--- config.mk ---
export PLATFORM = sky130hd
export DESIGN_NAME = icw_ram
export DESIGN_NICKNAME = d
export VERILOG_FILES = /design/src/hw/rtl/icw_ram.sv
export SDC_FILE = /design/constraint.sdc
export NUM_CORES = 1
export LEC_CHECK = 0
export BUFFER_PORTS_ARGS = -buffer_cell sky130_fd_sc_hd__buf_2
export CORE_AREA = 2 2 118 120
export CTS_CLUSTER_DIAMETER = 150
export DETAILED_ROUTE_END_ITERATION = 12
export DIE_AREA = 0 0 120 122
export GPL_ROUTABILITY_DRIVEN = 0
export SETUP_SLACK_MARGIN = 0.05
export SYNTH_ARGS = -nofsm -noshare
export SYNTH_HDL_FRONTEND = slang
export SYNTH_SLANG_ARGS = --single-unit
--- constraint.sdc ---
create_clock -name clk -period 2.5 [get_ports clk]
set_clock_uncertainty 0.15 [all_clocks]
set_input_delay 0.25 -clock clk [delete_from_list [all_inputs] [get_ports clk]]
set_output_delay 0.25 -clock clk [all_outputs]
set_load 0.01 [all_outputs]
--- src/hw/rtl/icw_ram.sv ---
// Generic single-port-write, single-port-read RAM with registered read data.
// No dependencies.
module icw_ram #(
	parameter int WIDTH = 8,
	parameter int DEPTH = 16
) (
	input  logic                     clk,
	input  logic                     we,
	input  logic [$clog2(DEPTH)-1:0] waddr,
	input  logic [WIDTH-1:0]         wdata,
	input  logic                     re,
	input  logic [$clog2(DEPTH)-1:0] raddr,
	output logic [WIDTH-1:0]         rdata
);
	logic [WIDTH-1:0] mem [DEPTH];

	always_ff @(posedge clk) begin
		if (we) begin
			mem[waddr] <= wdata;
		end
		if (re) begin
			rdata <= mem[raddr];
		end
	end
endmodule

## Word-level counts from Yosys, hierarchy flattened

Memory sizes are Yosys's and may differ from the RTL's. A register that Yosys moved wholly into a read port is not among the register bits.
Index checks and enable logic that the tools add are counted.

- Flip-flop bits (word level): 0
- Bits in latches: 0
- Memory bits (writable): 128
- Bits in read-only memories: 0
- Output and inout port bits: 8
- Logic and storage cells: 3
- Memories: 1

- Add/subtract/negate cells: 0
- Multiply operators: 0
- Divide/modulo/power cells: 0
- $lt $le $gt $ge: 0
- Equal/unequal tests: 0
- Shift operators: 0
- Mux-type cells: 2
- Bitwise operators: 0
- Reductions and logical operators: 0

Memory list:

| name | depth | bits a word | read ports | clocked after memory_dff | write ports | RTL line | text |
|---|---|---|---|---|---|---|---|
| mem | 16 | 8 | 1 | 1 | 1 | 15 | `logic [WIDTH-1:0] mem [DEPTH];` |

Operators with widths:

| operator | count |
|---|---|
| $mux 1 | 2 |

## Depth between registers and ports, before layout

- Depth after elaboration: 2
- Depth in mapped cells: 5
- Gate-level depth less buffers: 3

## Least setup slack after synthesis

Ideal clock, no wire load.

- Path kind: input -> register
- From: in waddr[2]
- To: mem mem[0][0] (enable)
- Arrival: 1360 ps
- Required time: 1967 ps
- Slack: 607 ps
- Cell stages on the path: 2
- Path buffers: 0
- Cell sequence: or3b_2 nor3_1

RTL lines:

| element | RTL line | text |
|---|---|---|
| from (decl) | 9 | `input logic [$clog2(DEPTH)-1:0] waddr,` |
| to (decl) | 15 |  |

Straight into the memory's write port.

==> results.txt <==
Peak VDD IR: 0.000367 V
Post-Syn Instances: 229
# port buffers: 26
CTS tree: yes
Die height: 122 um
Worst-skew pair later-pin latency: 0.42 ns
Yosys top cell area share: 0.781
Area leader, netlist: edfxtp_1
Worst Setup Path Type: reg2reg
Status: complete, no violations
Vias in the first global route: 2539
Wire per inst: 21.7 um
Number of nets in the layout: 301
Die W: 120 um
GRT busiest layer: met2
Post-CTS resize count: 0
Met2 GRT Util: 0.243
CTS Buf Count: 17
GRT Total Usage: 0.157
Fin crit share: 0.667
Worst slew pin tran: 0.802 ns
Total clock sinks: 136
ANT nets after route: 0
Area contributors post-synth: edfxtp_1 78%, mux4_2 7.8%, mux4_1 7.0%
Netlist cell types: 18
Die ar.: 0.0146 sq mm
PnR worst setup slack: 0.832 ns
Final setup vio count: 0
Core Region: 0.0135 sq mm
Clk slew on worst S/H paths: 0.06 ns
Met3 usage: 0.0534
Clock Tree Buf Depth: 2
Mapped Nets: 248
Worst Setup End Kind: register
Pre-antenna DRT Iters: 4
Worst slack, placed: 0.419 ns
CP max FO: 1
Area Overhead vs Synth: 18.2%
Cell Count, Final, Fillers Out: 475
Slew Viols, Final: 0
Cell Area, Synth: 0.00523 sq mm
Max Cap Viol: 0
GR Overflow Total: 0
Setup Total Neg Slack: 0 ns
Synth warnings: 0
Initial antenna violation count: 0
Diode count: 0
Most frequent cells in the layout: 136 x edfxtp_1, 26 x buf_2, 18 x mux4_2
Sequential-to-total area share from yosys stat: 0.781
Via/cell ratio: 5.16
Hold Buf Count CTS: 0
Avg Cell Area, Syn: 22.8 sq um
Slew HR: 0.464
RSZ-0062 raised after global routing: false
Flops & latches, synth: 136
Most common cell after layout, fill and taps aside: edfxtp_1
H-Tree Level Count: 4
Grt met1 use: 0.205
Cell Rows: 43
Placed insts: 443
Worst Hold Class: in2reg
Largest net degree at the start of global routing: 33
CP startpoint kind: register
Layout cells sized above 1: 0.305
Hpwl dp: 6460 um
CTS root buf: clkbuf_16
First-pass GRT wire length: 15700 um
Max Fclk: 600 MHz
Initial DRC Count: 185
Starting Density: 0.387
DRC Markers: 0
Final min period: 1.67 ns
Routed WL: 10300 um
Final Core Density: 0.458
Worst EP required: 2.51 ns
Leakage power: 2.08 nW
Num ports: 27
Fin. Hold Viols: 0
Total number of vias: 2450
Pwr/cell area: 812 mW/mm^2
Crit path DAT: 1.67 ns
Post-CTS setup buffer count: 0
synthesized netlist by cell type (all sizes together):
library cell,number
mux4,32
and2,1
nand3b,2
clkdlybuf4s25,3
nand2,9
nand2b,2
edfxtp,136
or3b,1
buf,7
and2b,1
nand3,1
nor3,4
a22oi,16
nor2,13
nor2b,1
sequential cells by signal, summed over array words and instances, names as in the netlist:
register / cells
rdata: 8
mem: 128
metal layers:
layer / share of wire / vias to the layer above
li1: - / 1086
met1: 0.42 / 1266
met2: 0.49 / 83
met3: 0.075 / 15
met4: 0.017 / 0
met5: 0 / -
power by group:
group          internal (W)  switching [W]  total, W
Sequential          0.00257      0.0000136   0.00258
Combinational     0.0000993       0.000135  0.000235
Clock               0.00134       0.000860   0.00220
metrics by stage:
step / hold slack (ns) / cell area, sq um / power, W
CTS: 0.0444 / 6180 / 0.00507
detailed placement: 0.484 / 5660 / 0.00287
global route: 0.0412 / 6180 / 0.00519
floorplan: 0.199 / 5230 / 0.00276
finish: 0.0598 / 6180 / 0.00502
global placement: 0.482 / 5660 / 0.00286
layout make-up:
cell class / count / area [sq um]
timing repair buffer: 44 / 290
clock buffer: 20 / 437
clock inverter: 12 / 85.1
tap: 180 / 225
sequential: 136 / 4080
fill: 1133 / 7330
multi-input combinational: 83 / 1060
cells by family (layout without fill, tap and decap cells):
logic type	Yosys count	in the layout	share of synthesized area
AO/OA/AOI/OAI	16	16	0.0230
buffers and inverters	10	76	0.0165
multiplexers	32	32	0.148
flip-flops	136	136	0.781
AND/OR/NAND/NOR	35	35	0.0314
path summary, 6_finish.rpt:
kind,start,endpoint,slack (ns),cells after the start
setup / recovery,mem[10][4]$_DFFE_PP_,rdata[4]$_DFFE_PP_,0.83,3
hold reg to reg,mem[11][1]$_DFFE_PP_,rdata[1]$_DFFE_PP_,0.60,3
setup reg to reg,mem[10][4]$_DFFE_PP_,rdata[4]$_DFFE_PP_,0.83,3
hold / removal,re,rdata[7]$_DFFE_PP_,0.06,1
worst max-delay path, cell delays in order (launching register included):
cell and delay, ns:
edfxtp_1 0.37, mux4_1 0.50, a22oi_1 0.29, nand2_1 0.10
Note: power is estimated with default switching activity, not from simulation.
