## config.mk

```make
export PLATFORM = sky130hd
export DESIGN_NAME = icw_coh
export DESIGN_NICKNAME = d
export VERILOG_FILES = /design/src/hw/rtl/icw_pkg.sv /design/src/hw/rtl/icw_coh.sv
export SDC_FILE = /design/constraint.sdc
export NUM_CORES = 2
export LEC_CHECK = 0
export ABC_AREA = 1
export BUFFER_PORTS_ARGS = -buffer_cell sky130_fd_sc_hd__buf_2
export CAP_MARGIN = 0
export CORE_AREA = 8 8 378 380
export DETAILED_ROUTE_END_ITERATION = 10
export DIE_AREA = 0 0 386 388
export GPL_ROUTABILITY_DRIVEN = 0
export PLACE_DENSITY = 0.77
export SYNTH_ARGS = -nofsm -noshare
export SYNTH_HDL_FRONTEND = slang
export SYNTH_SLANG_ARGS = --single-unit
export TNS_END_PERCENT = 100
```

## constraint.sdc

```tcl
create_clock -name clk -period 44.4 [get_ports clk]
set_input_delay 2.22 -clock clk [delete_from_list [all_inputs] [get_ports clk]]
set_output_delay 2.22 -clock clk [all_outputs]
set_load 0.05 [all_outputs]
```

## src/hw/rtl/icw_pkg.sv

```systemverilog
// Package for the coherence window block: sizes, register map, column sum layout
// and the histogram helper. No dependencies.
package icw_pkg;

	localparam int SAMPLE_BITS      = 16;
	localparam int CROSS_BITS       = 2 * SAMPLE_BITS + 6;
	localparam int POWER_BITS       = 2 * SAMPLE_BITS + 5;
	localparam int DEF_MAX_COLS     = 4096;
	localparam int DEF_MAX_WIN_COLS = 16;
	localparam int LINE_WIDTH_BITS  = 13;
	localparam int WIN_REG_BITS     = 5;
	localparam int COH_BITS         = 16;
	localparam int COL_OUT_BITS     = 12;
	localparam int BIN_BITS         = 4;
	localparam int ONE_Q15          = 32768;
	localparam int HIST_BINS        = 10;
	localparam int ADDR_BITS        = 4;
	localparam int DATA_BITS        = 32;

	localparam logic [LINE_WIDTH_BITS-1:0] LINE_WIDTH_RST  = 13'd4096;
	localparam logic [WIN_REG_BITS-1:0]    WINDOW_COLS_RST = 5'd3;
	localparam logic [WIN_REG_BITS-1:0]    COL_STEP_RST    = 5'd1;

	typedef enum logic [1:0] {
		REG_LINE_WIDTH  = 2'd0,
		REG_WINDOW_COLS = 2'd1,
		REG_COL_STEP    = 2'd2
	} reg_idx_t;

	typedef logic signed [SAMPLE_BITS-1:0] sample_t;

	typedef struct packed {
		logic [CROSS_BITS-1:0] cross_re;
		logic [CROSS_BITS-1:0] cross_im;
		logic [POWER_BITS-1:0] pow_a;
		logic [POWER_BITS-1:0] pow_b;
	} col_sums_t;

	localparam int COL_SUMS_BITS = $bits(col_sums_t);

	// tenths bin of a Q1.15 coherence, clamped to the top bin
	function automatic logic [BIN_BITS-1:0] hist_of(input logic [COH_BITS-1:0] coh);
		logic [COH_BITS+4:0] t;
		logic [5:0]          b;
		t = (COH_BITS+5)'(coh) * (COH_BITS+5)'(HIST_BINS);
		b = t[COH_BITS+4:COH_BITS-1];
		hist_of = (b > 6'(HIST_BINS - 1)) ? BIN_BITS'(HIST_BINS - 1) : b[BIN_BITS-1:0];
	endfunction

endpackage

```

## src/hw/rtl/icw_coh.sv

```systemverilog
// Coherence unit: squares and power product on a shared half-width multiplier,
// then a bit-serial root search for floor(2^15 * |C| / sqrt(Pa*Pb)). Uses icw_pkg.
module icw_coh #(
	parameter int OW = 43
) (
	input  logic                          clk,
	input  logic                          arst_n,
	input  logic                          start,
	input  logic [OW-1:0]                 cr_mag,
	input  logic [OW-1:0]                 ci_mag,
	input  logic [OW-1:0]                 pa,
	input  logic [OW-1:0]                 pb,
	output logic                          done,
	output logic [icw_pkg::COH_BITS-1:0]  coh
);
	import icw_pkg::*;

	localparam int H          = (OW + 1) / 2;
	localparam int AW2        = 2 * H;
	localparam int PW         = 4 * H + 1;
	localparam int ROOT_SHIFT = 2 * (COH_BITS - 1);
	localparam int RW         = 4 * H + 2 * COH_BITS + 1;
	localparam logic [3:0] LAST_STEP = 4'd11;

	typedef enum logic [3:0] {
		C_IDLE = 4'b0001,
		C_MUL  = 4'b0010,
		C_CHK  = 4'b0100,
		C_ROOT = 4'b1000
	} coh_state_t;

	coh_state_t          state_q;
	logic [AW2-1:0]      ca_q, ci_q, pa_q, pb_q;
	logic [3:0]          step_q;
	logic [PW-1:0]       num_q, den_q;
	logic [RW-1:0]       dr2_q, x_q, y_q, n_q;
	logic [COH_BITS-1:0] r_q, bit_q;

	logic [AW2-1:0]   op_a, op_b;
	logic [H-1:0]     ah, bh;
	logic [2*H-1:0]   pp;
	logic [PW-1:0]    pp_sh;
	logic [RW-1:0]    cand, x_n;
	logic             fits;
	logic [COH_BITS-1:0] r_fin;

	always_comb begin
		unique case (step_q[3:2])
			2'd0:    begin op_a = ca_q; op_b = ca_q; end
			2'd1:    begin op_a = ci_q; op_b = ci_q; end
			default: begin op_a = pa_q; op_b = pb_q; end
		endcase
		ah = step_q[1] ? op_a[AW2-1:H] : op_a[H-1:0];
		bh = step_q[0] ? op_b[AW2-1:H] : op_b[H-1:0];
		pp = ah * bh;
		unique case (step_q[1:0])
			2'd0:    pp_sh = PW'(pp);
			2'd3:    pp_sh = PW'(pp) << (2 * H);
			default: pp_sh = PW'(pp) << H;
		endcase
		// test one more result bit: D*(r+b)^2 = D*r^2 + (D*r << k+1) + (D << 2k)
		cand  = dr2_q + x_q + y_q;
		fits  = cand <= n_q;
		x_n   = fits ? x_q + (y_q << 1) : x_q;
		r_fin = fits ? (r_q | bit_q) : r_q;
	end

	always_ff @(posedge clk or negedge arst_n) begin
		if (!arst_n) begin
			state_q <= C_IDLE;
			done    <= 1'b0;
			coh     <= '0;
		end else begin
			done <= 1'b0;
			unique case (state_q)
				C_IDLE: begin
					if (start) begin
						state_q <= C_MUL;
					end
				end
				C_MUL: begin
					if (step_q == LAST_STEP) begin
						state_q <= C_CHK;
					end
				end
				C_CHK: begin
					if (den_q == '0) begin
						coh     <= '0;
						done    <= 1'b1;
						state_q <= C_IDLE;
					end else begin
						state_q <= C_ROOT;
					end
				end
				C_ROOT: begin
					if (bit_q[0]) begin
						coh     <= (r_fin > COH_BITS'(ONE_Q15)) ? COH_BITS'(ONE_Q15) : r_fin;
						done    <= 1'b1;
						state_q <= C_IDLE;
					end
				end
				default: state_q <= C_IDLE;
			endcase
		end
	end

	always_ff @(posedge clk) begin
		unique case (state_q)
			C_IDLE: begin
				ca_q   <= AW2'(cr_mag);
				ci_q   <= AW2'(ci_mag);
				pa_q   <= AW2'(pa);
				pb_q   <= AW2'(pb);
				step_q <= '0;
				num_q  <= '0;
				den_q  <= '0;
			end
			C_MUL: begin
				step_q <= step_q + 4'd1;
				if (step_q[3]) begin
					den_q <= den_q + pp_sh;
				end else begin
					num_q <= num_q + pp_sh;
				end
			end
			C_CHK: begin
				dr2_q <= '0;
				x_q   <= '0;
				y_q   <= RW'(den_q) << ROOT_SHIFT;
				n_q   <= RW'(num_q) << ROOT_SHIFT;
				r_q   <= '0;
				bit_q <= COH_BITS'(1) << (COH_BITS - 1);
			end
			C_ROOT: begin
				if (fits) begin
					dr2_q <= cand;
				end
				r_q   <= r_fin;
				x_q   <= x_n >> 1;
				y_q   <= y_q >> 2;
				bit_q <= bit_q >> 1;
			end
			default: ;
		endcase
	end
endmodule
```

# Yosys cells after proc, flatten, opt, wreduce, memory -nomap -nowiden
# Index checks and enable logic that the tools add are counted.
# word_totals
out_inout_bits	17
ff_bits	859
elab_cells	80
inputBits	175
# op_classes
n_addsub	6
n_eq_ne	14
reduce_logical	10
mul	1
n_lt_le_gt_ge	2
bitwise_logic	1
muxes	30
# op_table
operator	n
121-bit one-hot mux with 2 select lines	3
121-bit adder	3
89-bit one-hot mux with 2 select lines	2
121-bit 2-to-1 mux	2
89-bit adder	2
89-bit 2-to-1 mux	2
88-bit one-hot mux with 2 select lines	1
43-bit one-hot mux with 2 select lines	2
121-bit by 119-bit less-or-equal comparator with 1-bit output	1
16-bit one-hot mux with 2 select lines	3
89-bit zero test	1
16-bit 2-to-1 mux	4
22-bit by 22-bit multiplier with 44-bit output	1
22-bit 2-to-1 mux	2
16-bit > comparator, second input constant	1
4-bit 2-to-1 mux	4
16-bit OR	1
4-bit one-hot mux with 4 select lines	1
2-bit != test, second input constant	7
4-bit equality test, second input constant	2
4-bit one-hot mux with 2 select lines	1
2-bit AND reduction	3
3-bit AND reduction	2
4-bit by 1-bit adder with 4-bit output, second input constant	1
9 further kinds	12

# Logic depth before layout (Yosys ltp)
# logic_depth
ltp_word	8
ltp_mapped	57
mapped_depth_nobuf	54

# Least setup slack after synthesis
# Ideal clock, no wire load.
# synth_path
kind	register to register
start	reg state_q[3]
end	reg den_q[0] (enable)
t_required_ps	43740
setup_time_ps	660
setup_slack_ps	26012
synth_period_minus_slack_ps	18388
path_stages_with_launch	6
n_path_buf	0
arrival_ps	17729
path_cell_list	dfrtp_1 -> nor2_1 -> inv_1 -> nor3_1 -> inv_1 -> o21ai_0
# synth_via
elab_chain_len	3
word_cells_on_any_way	5
classes_between	eq/ne (3); reduce/logical (2)
# synth_lines
item	line_no	text
start: declaration	icw_coh.sv:32	coh_state_t state_q;
start signal: assignment	icw_coh.sv:70	state_q <= C_IDLE;
start signal: assignment	icw_coh.sv:78	state_q <= C_MUL;
start signal: assignment	icw_coh.sv:83	state_q <= C_CHK;
4-bit by 2-bit equality test with 1-bit output or 4-bit by 1-bit equality test with 1-bit output (tied branches)	icw_coh.sv:108	unique case (state_q)
2-bit != test (no line) or 2-bit nonzero test (tied branches)	n/a	
2-bit AND reduction (no line) (*)	n/a	
end signal: assignment	icw_coh.sv:121	den_q <= den_q + pp_sh;
end: declaration	icw_coh.sv:35	logic [PW-1:0] num_q, den_q;
# Every way passes the cells marked *; elsewhere a longest branch is shown, timed or not.
# A chain may end at the register's enable or synchronous reset.

# Worst setup path after layout
# layout_path
start	reg step_q[3]
end	reg den_q[74] (data pin)
# layout_via
elab_chain_len	8
word_cells_on_any_way	11
classes_between	add/sub (1); mul (1); eq/ne (1); mux (7); reduce/logical (1)
# layout_lines
item	line_no	text
start: declaration	icw_coh.sv:34	logic [3:0] step_q;
start signal: assignment	icw_coh.sv:119	step_q <= step_q + 4'd1;
2-bit by 1-bit equality test with 1-bit output or 2-bit zero test (tied branches)	icw_coh.sv:48	unique case (step_q[3:2])
43-bit one-hot mux with 2 select lines	icw_coh.sv:48	
22-bit 2-to-1 mux (on tied branches)	icw_coh.sv:53, icw_coh.sv:54	
22-bit by 22-bit multiplier with 44-bit output (*)	icw_coh.sv:55	pp = ah * bh;
88-bit one-hot mux with 2 select lines (*)	icw_coh.sv:56	unique case (step_q[1:0])
89-bit adder (*)	icw_coh.sv:121	
89-bit 2-to-1 mux (*)	icw_coh.sv:120	if (step_q[3]) begin
89-bit one-hot mux with 2 select lines (*)	icw_coh.sv:108	
# Every way passes the cells marked *; elsewhere a longest branch is shown, timed or not. The select of a mux whose other input is x is not followed.

==> flow_metrics.py <==
metrics = {
    "global_routing": {
        "grt_max_degree": 175,
        "grt_first_pass_wirelength_mm": 414.6,
        "grt_antenna_before_repair": 5,
        "grt_usage_pct": 35.33,
        "globalRoute.totalOverflow": 0,
        "number_of_global_route_vias_before_repair": 75130,
    },
    "timing": {
        "fmaxAchievable_mhz": 80.50,
        "grt_setup_unrepaired": "no",
        "final_min_period_over_clock_period_pct": 27.98,
        "tightestPinTransition_ps": 1383,
        "hold_violations": 0,
        "fin_tns_setup_ps": 0,
        "timing.final.setup_violations": 0,
        "skew_ps": 39.77,
        "layout_min_cycle_time_ps": 12420,
        "maxSlewHeadroom_pct": 7.773,
        "finalMaxSlewViolations": 0,
    },
    "cts": {
        "cts.clk_slew.worst_paths_ps": 60,
        "cts_root_buf": "clkbuf_16",
        "post-cts-setup-buffers": 0,
        "cts.path.max_buffers": 3,
        "cts_htree_levels": 3,
        "cts_resized": 0,
        "clock_tree_from_tritoncts": "yes",
        "clk-insertion-delay-late_ps": 740,
        "cts.sinks": 856,
        "cts_hold_buffers": 0,
        "number_of_buffers_added_by_the_clock_tree_synthesis_step": 98,
    },
    "critical_path": {
        "rrSetupSlack_ps": 31980,
        "worst-path-max-fanout": 86,
        "worst_setup_path_start_kind": "flop",
        "reg2regPathDepth": 45,
        "crit-reg2reg-capture": "den_q[74]",
        "crit_path_capture": "den_q[74]",
        "end_kind": "flop",
        "crit_cells": 45,
        "setup.worst_path.start": "step_q[3]",
        "crit_type": "flop to flop",
        "critical_path.top_delay_family": "adder cells",
        "crit_path_frequent_cell": "nor2_1",
        "cp_data_required_time_ps": 44980,
        "largest_stage_delay_worst_path_ps": 800,
        "slowest_stage": "nand2_1",
        "worst_ep_arrival_time_ps": 13000,
        "reg2reg_from": "step_q[3]",
        "critical_path_buf_inv_count": 9,
    },
    "floorplanning": {
        "core_area_sq_mm": 0.1366,
        "initial_utilization_pct": 60.61,
        "design.die.area_sq_mm": 0.1498,
        "ios": 192,
        "horiz_die_dim_um": 386,
        "die_height_um": 388,
        "row_count": 136,
    },
    "layout": {
        "final_cells": 12630,
        "layout.nets": 12120,
        "final_cell_area_sq_mm": 0.08916,
        "flow.area_growth_from_synthesis_pct": 7.646,
        "post_route_cells_drive_above_1_share_pct": 4.579,
    },
    "placed_design": {
        "post_dp_cell_area_sq_mm": 0.08587,
        "post-dp-hpwl_mm": 217.8,
        "dp_cells": 12440,
        "placement.io_buffers": 191,
    },
    "synth": {
        "synth_cell_types": 62,
        "syn_inst_count": 10630,
        "post_synth_instance_area_sq_mm": 0.08282,
        "syn_nets": 11990,
        "synth_area_leader_cell": "edfxtp_1",
        "yosysSeqAreaShare_pct": 30.91,
        "asr_flop_ratio_synth_pct": 2.453,
        "synthFlopType": "edfxtp_1",
        "ranking_of_synthesized_cells_by_area": "edfxtp_1, fa_1, ha_1",
        "ys_ff_latch": 856,
        "count_of_flip_flops_with_a_built_in_enable_after_synthesis": 835,
        "yosys_warnings": 0,
        "post_synth.cell_area_avg_sq_um": 7.794,
        "yosysTopAreaCellShare_pct": 30.27,
    },
    "min_path": {
        "holdCritPathClass": "flop to flop",
    },
    "detailed_routing": {
        "detail_route.first_pass.iterations": 10,
        "route.antenna.remaining_nets": 0,
        "num_vias": 76490,
        "residual_drc_count": 0,
        "detail_route.wl_per_cell_um": 21.50,
        "vias_per_cell": 6.054,
        "wl_mm": 271.7,
        "dr.first_iter.drc_count": 9458,
    },
    "flow_run": {
        "cap_viol_max_count": 0,
    },
    "run_status": {
        "outcome": "finished clean",
    },
}
## cell usage in the layout, fill, tap and decap left out, drive strengths merged, types with 47 or more instances in the layout
| cell | instances |
|---|---|
| nor3 | 84 |
| fa | 520 |
| clkbuf | 117 |
| edfxtp | 835 |
| ha | 671 |
| xnor2 | 130 |
| nor4 | 47 |
| o22ai | 101 |
| o21bai | 50 |
| nor2 | 1279 |
| nand3 | 164 |
| inv | 2055 |
| nand2 | 2057 |
| xor2 | 139 |
| o21a | 102 |
| buf | 254 |
| o21ai | 654 |
| a21oi | 1107 |
| a31oi | 158 |
## flip-flops by register name, indices dropped and copies added (netlist names)
register and cells:
dr2_q 121, x_q 120, y_q 119, den_q 89, n_q 89, num_q 89, ca_q 43, ci_q 43
pa_q 43, pb_q 43, bit_q 16, coh 16, r_q 16, state_q 4, step_q 4, done 1
## how the worst min path moves through the flow
stage | slack, ps | endpoint | start | cells past startpoint
2_1_floorplan | 430 | n_q[100] | num_q[70] | 0
3_5_place_dp | 460 | coh[3] | coh[3] | 2
5_1_grt | 500 | n_q[33] | num_q[3] | 0
3_3_place_gp | 460 | n_q[30] | num_q[0] | 0
4_1_cts | 480 | coh[3] | coh[3] | 2
6_report | 480 | coh[15] | coh[15] | 2
## cells by family after synthesis
logic type	after synthesis	share of synthesized area, %
simple gates	3702	17.67
compound gates	2323	15.48
buf+inv	2285	10.39
fa+ha+maj	1191	22.71
flops	856	30.91
xor+xnor	269	2.845
## through the flow
step                      setup WS [ps]  util [%]  hold slack, ps
after floorplan                   26010         -           433.4
after global placement            32480     62.84           459.1
after detailed placement          32380     62.84           461.0
after CTS                         32340     65.23           478.2
after global routing              31310     65.24           499.5
final                             31980     65.25           478.1
## routing by layer
layer / track usage, % / wire, um
met5: 0 / 0
met4: 22.39 / 21930
met3: 7.436 / 33460
met2: 54.25 / 116900
met1: 45.46 / 99330
## Yosys cell counts, types with 46 or more instances
master    instances
nand4_1          46
o22ai_1         101
a21oi_1        1103
o21a_1          102
o21ai_0         636
ha_1            671
edfxtp_1        835
a31oi_1         158
nand3_1         159
nor3_1           82
nor4_1           46
o21bai_1         50
nand2_1        2039
fa_1            520
xnor2_1         130
xor2_1          139
inv_1          2038
nor2_1         1272
clkbuf_1        209
## tightest hold or removal path: stages, from the launching register on
cell and delay, ps:
dfrtp_1 340, nand2_1 50, nand2_1 50
## final cells by class
type                       count  area (sq um)
antenna                        8         20.02
clock buffer                 117          2544
clock inverter                65         720.7
fill                       11460         47490
inverter                    2055          7720
multi-input combinational   7485         48830
sequential                   856         25600
tap                         1794          2245
timing repair buffer         254          1479
Power is not shown: default switching activity piles up to over one toggle a cycle in this logic, so the estimate is an artifact.
